==> src/design/cdr_pkg.sv <==
// Package for the calendar date register: payload types, command and status codes,
// field widths and the shared leap-year and month-length functions. No dependencies.
package cdr_pkg;

	localparam int unsigned DAY_W = 5;
	localparam int unsigned MONTH_W = 4;
	localparam int unsigned YEAR_W = 14;
	localparam int unsigned MAX_YEAR_DEF = 9999;

	typedef enum logic [1:0] {
		FUNC_SET_DATE,
		FUNC_SET_DAY,
		FUNC_SET_MONTH,
		FUNC_SET_YEAR
	} func_t;

	typedef enum logic [1:0] {
		ST_OK,
		ST_BAD_DAY,
		ST_BAD_MONTH,
		ST_BAD_YEAR
	} status_t;

	typedef struct packed {
		logic [DAY_W-1:0] day;
		logic [MONTH_W-1:0] month;
		logic [YEAR_W-1:0] year;
	} date_t;

	typedef struct packed {
		func_t func;
		logic [DAY_W-1:0] new_day;
		logic [MONTH_W-1:0] new_month;
		logic [YEAR_W-1:0] new_year;
	} cmd_t;

	typedef struct packed {
		logic [2:0] weekday;
		logic leap;
		logic month_end;
	} info_t;

	typedef struct packed {
		status_t status;
		logic [DAY_W-1:0] cur_day;
		logic [MONTH_W-1:0] cur_month;
		logic [YEAR_W-1:0] cur_year;
		logic [2:0] weekday;
		logic leap;
		logic month_end;
	} res_t;

	localparam date_t RESET_DATE = '{day: 5'd1, month: 4'd1, year: 14'd1970};

	localparam logic [12:0] RECIP_100 = 13'd5243;
	localparam int unsigned RECIP_SHIFT = 19;

	function automatic logic is_leap(input logic [YEAR_W-1:0] y);
		logic [26:0] prod;
		logic [7:0] q100;
		logic [14:0] back;
		logic cent;
		prod = 27'(y) * 27'(RECIP_100);
		q100 = prod[26:RECIP_SHIFT];
		back = 15'(q100) * 15'd100;
		cent = (back == 15'(y));
		return (y[1:0] == 2'd0) && (!cent || (q100[1:0] == 2'd0));
	endfunction

	function automatic logic [DAY_W-1:0] month_length(input logic [MONTH_W-1:0] m,
			input logic [YEAR_W-1:0] y);
		logic [DAY_W-1:0] len;
		unique case (m)
			4'd2: len = is_leap(y) ? 5'd29 : 5'd28;
			4'd4, 4'd6, 4'd9, 4'd11: len = 5'd30;
			default: len = 5'd31;
		endcase
		return len;
	endfunction

	function automatic logic [2:0] month_offset(input logic [MONTH_W-1:0] m);
		logic [2:0] off;
		unique case (m)
			4'd2: off = 3'd3;
			4'd3: off = 3'd2;
			4'd4: off = 3'd5;
			4'd5: off = 3'd0;
			4'd6: off = 3'd3;
			4'd7: off = 3'd5;
			4'd8: off = 3'd1;
			4'd9: off = 3'd4;
			4'd10: off = 3'd6;
			4'd11: off = 3'd2;
			4'd12: off = 3'd4;
			default: off = 3'd0;
		endcase
		return off;
	endfunction

endpackage

==> src/design/cdr_date_info.sv <==
// Derived facts of a committed date: weekday by the offset table, leap flag, last-day flag.
// Depends on cdr_pkg for the date types and calendar functions.
module cdr_date_info import cdr_pkg::*; (
	input date_t date,
	output info_t info
);

	logic [14:0] yy;
	logic [27:0] prod;
	logic [8:0] q100;
	logic [6:0] q400;
	logic [15:0] sum;
	logic [5:0] fold1;
	logic [3:0] fold2;
	logic [2:0] wd;

	always_comb begin
		// Shifting the year by 400 keeps the weekday and keeps every term positive.
		yy = 15'(date.year) + 15'd400 - ((date.month <= 4'd2) ? 15'd1 : 15'd0);
		prod = 28'(yy) * 28'(RECIP_100);
		q100 = prod[27:RECIP_SHIFT];
		q400 = q100[8:2];
		sum = 16'(yy) + 16'(yy[14:2]) - 16'(q100) + 16'(q400)
			+ 16'(month_offset(date.month)) + 16'(date.day);
		// Eight is one modulo seven, so the octal digits fold.
		fold1 = 6'(sum[2:0]) + 6'(sum[5:3]) + 6'(sum[8:6]) + 6'(sum[11:9])
			+ 6'(sum[14:12]) + 6'(sum[15]);
		fold2 = 4'(fold1[2:0]) + 4'(fold1[5:3]);
		wd = (fold2 >= 4'd7) ? 3'(fold2 - 4'd7) : fold2[2:0];
	end

	assign info.weekday = wd;
	assign info.leap = is_leap(date.year);
	assign info.month_end = (date.day == month_length(date.month, date.year));

endmodule

==> config.mk <==
export PLATFORM = sky130hd
export DESIGN_NAME = cdr_date_info
export DESIGN_NICKNAME = d
export VERILOG_FILES = /design/src/design/cdr_pkg.sv /design/src/design/cdr_date_info.sv
export SDC_FILE = /design/constraint.sdc
export NUM_CORES = 1
export LEC_CHECK = 0
export ABC_AREA = 1
export BUFFER_PORTS_ARGS = -buffer_cell sky130_fd_sc_hd__buf_2
export CELL_PAD_IN_SITES_DETAIL_PLACEMENT = 0
export CELL_PAD_IN_SITES_GLOBAL_PLACEMENT = 1
export CORE_MARGIN = 5
export CORE_UTILIZATION = 52
export DETAILED_ROUTE_END_ITERATION = 8
export PLACE_DENSITY = 0.88
export REMOVE_ABC_BUFFERS = 1
export SLEW_MARGIN = 20
export SYNTH_ARGS = -nofsm -noshare
export SYNTH_HDL_FRONTEND = slang
export SYNTH_SLANG_ARGS = --single-unit
==> constraint.sdc <==
create_clock -name vclk -period 17.9
set_clock_uncertainty 0.15 [all_clocks]
set_input_delay 1.79 -clock vclk [all_inputs]
set_output_delay 1.79 -clock vclk [all_outputs]
set_load 0.005 [all_outputs]
==> flow_metrics.py <==
metrics = {
    "grt": {
        "grt_first_pass_wirelength_um": 40800,
        "globalRouteTotalUtil_pct": 20.7,
        "first_global_vias": 8671,
        "antenna_found_initial": 0,
        "overflow": 0,
        "grt_max_degree": 12,
    },
    "setup_path": {
        "worstPathArrival_ps": 15160,
        "worst_ep_required_time_ps": 15960,
        "timing.critical_path.fanout_max": 6,
        "critPathBufInv": 18,
        "cp-start-kind": "input port",
        "crit_type": "in -> out",
        "cpPeakStageDelay_ps": 550,
        "cpLargestDelayFamily": "adder cells",
        "endpoint_kind": "primary output",
        "slowest_stage": "sky130_fd_sc_hd__fa_1",
    },
    "outcome": {
        "outcome": "finished clean",
    },
    "drt": {
        "drcViolationCount": 0,
        "post_drt_via_cell_ratio": 5.02,
        "wl_per_cell_um": 14.6,
        "drt_initial_violations": 367,
        "wl_um": 23500,
        "drt_pass1_iterations": 5,
        "dr_total_vias": 8105,
        "final_antenna_net_count": 0,
    },
    "die": {
        "core_area_um2": 20800,
        "fp.dieW_um": 155,
        "total_number_of_placement_rows": 53,
        "design.portCount": 28,
        "start_util_pct": 52.4,
        "fp.dieArea_um2": 24000,
        "dieHeight_um": 155,
    },
    "final_layout": {
        "area_growth_syn_to_layout_pct": 5.80,
        "fillerInstances": 1957,
        "post_route_cells_drive_above_1_share_pct": 5.89,
        "clock_buffer_count": 0,
        "ff_latch_area_um2": 0,
        "antenna_cells": 0,
        "seq_cells": 0,
        "layout.cell_area.non_filler_um2": 11500,
        "final_nets": 1834,
    },
    "synthesis": {
        "netlist_area_um2": 10900,
        "gate_count_of_the_mapped_netlist": 1298,
        "netlist.top_cell.by_area": "sky130_fd_sc_hd__ha_1",
        "post_synth_main_area_contributors": "sky130_fd_sc_hd__ha_1 34%, sky130_fd_sc_hd__fa_1 31%, sky130_fd_sc_hd__inv_1 13%, sky130_fd_sc_hd__nand2_1 5.7%, sky130_fd_sc_hd__a21oi_1 2.9%",
        "syn_avg_cell_area_um2": 8.40,
        "ys.warnings.count": 0,
        "yosysTopAreaCellShare_pct": 34.2,
        "yosysSeqAreaShare_pct": 0,
        "synth_cell_types": 41,
    },
    "place": {
        "post_dp_cell_area_um2": 11400,
        "portBuffers": 28,
        "gp_congestion": 0.910,
        "dp.final_hpwl_um": 21900,
        "pre_cts_slack_ps": 540,
    },
    "min_path": {
        "worst_hold_path_type": "in -> out",
    },
    "timing": {
        "fin_crit_sh_pct": 95.5,
        "layout_setup_ws_ps": 802,
        "worst-slew-pin-transition_ps": 911,
        "finalHoldViolCount": 0,
        "slew_violations": 0,
        "setup_total_negative_slack_ps": 0,
        "timing.fmax_mhz": 58.5,
        "timing.max_slew.rel_slack_pct": 39.0,
        "layout_min_cycle_time_ps": 17100,
        "setup_violations": 0,
    },
    "clock_tree": {
        "cts_hold_buffers": 0,
    },
    "job": {
        "max-cap-violations": 0,
    },
}
[metal layers]
metal / up-vias / GRT usage [%] / routed length, um
met1: 3866 / 26.6 / 10200
li1: 4113 / - / -
met5: - / 0 / 0
met4: 0 / 3.91 / 593
met2: 95 / 39.1 / 12300
met3: 31 / 0.364 / 401
[logic make-up (layout without fill, tap and decap cells)]
logic type	count (synthesis)	in the layout	synth area share, %
compound gates	125	125	6.73
xor+xnor	46	46	3.69
buf+inv	379	422	13.0
fa+ha+maj	468	468	65.4
simple gates	280	280	11.1
[metrics by stage]
step / instances / utilization, % / hold WS (ps)
2_1_floorplan: 1298 / - / 3610
3_3_place_gp: 1608 / 55.0 / 3840
3_5_place_dp: 1608 / 55.0 / 3840
4_1_cts: 1608 / 55.0 / 3850
5_1_grt: 1616 / 55.4 / 3870
6_report: 1616 / 55.4 / 3850
[synth_stat cells, types with 2 or more instances]
cell	number
sky130_fd_sc_hd__a21o_1	3
sky130_fd_sc_hd__nor2_2	5
sky130_fd_sc_hd__or2_1	2
sky130_fd_sc_hd__a211oi_1	2
sky130_fd_sc_hd__nand2_1	167
sky130_fd_sc_hd__nor4_1	2
sky130_fd_sc_hd__fa_1	170
sky130_fd_sc_hd__nand3_1	31
sky130_fd_sc_hd__inv_2	4
sky130_fd_sc_hd__ha_1	298
sky130_fd_sc_hd__xnor2_1	10
sky130_fd_sc_hd__nand3b_1	2
sky130_fd_sc_hd__a21oi_2	3
sky130_fd_sc_hd__nor3_1	5
sky130_fd_sc_hd__o221ai_1	2
sky130_fd_sc_hd__xor2_1	36
sky130_fd_sc_hd__o21ai_2	2
sky130_fd_sc_hd__inv_1	373
sky130_fd_sc_hd__o21ai_0	18
sky130_fd_sc_hd__o21a_1	5
sky130_fd_sc_hd__a21oi_1	64
sky130_fd_sc_hd__a31oi_1	6
sky130_fd_sc_hd__o21ai_1	6
sky130_fd_sc_hd__nand4_1	10
sky130_fd_sc_hd__clkinv_1	2
sky130_fd_sc_hd__nor2_1	41
sky130_fd_sc_hd__o21bai_1	6
sky130_fd_sc_hd__nand3_2	4
sky130_fd_sc_hd__nand2_2	7
[final cells by class]
| class | instances | area (um^2) | area share (%) |
|---|---|---|---|
| inverters | 379 | 1430 | 12.4 |
| multi-input cells | 919 | 9520 | 82.5 |
| well taps | 275 | 344 | 2.98 |
| repair buffers | 43 | 253 | 2.19 |
[final timing paths]
check	startpoint	to	slack [ps]	depth (start not counted)
max	date[14]	info[3]	800	63
min	date[18]	info[0]	3850	5
[cells in the final DEF (no fill, tap or decap), types with 7 or more instances in the layout]
master and n:
sky130_fd_sc_hd__nand3_1 31, sky130_fd_sc_hd__nand4_1 10, sky130_fd_sc_hd__inv_1 372, sky130_fd_sc_hd__fa_1 170, sky130_fd_sc_hd__nand2_1 167, sky130_fd_sc_hd__xor2_1 36, sky130_fd_sc_hd__a21oi_1 64, sky130_fd_sc_hd__xnor2_1 9
sky130_fd_sc_hd__buf_2 28, sky130_fd_sc_hd__buf_4 15, sky130_fd_sc_hd__ha_1 298, sky130_fd_sc_hd__o21ai_0 18, sky130_fd_sc_hd__nor2_1 41, sky130_fd_sc_hd__nand2_2 7
[timing repair]
item / 4_1_cts / 5_1_grt
gates resized for setup: 0 / 6
setup buffers: 0 / 8
endpoints found under the setup margin: 0 / 3
Power is left out: the tool's default activity adds up to more than one toggle a clock period on the data nets, which glitch-free logic cannot reach.
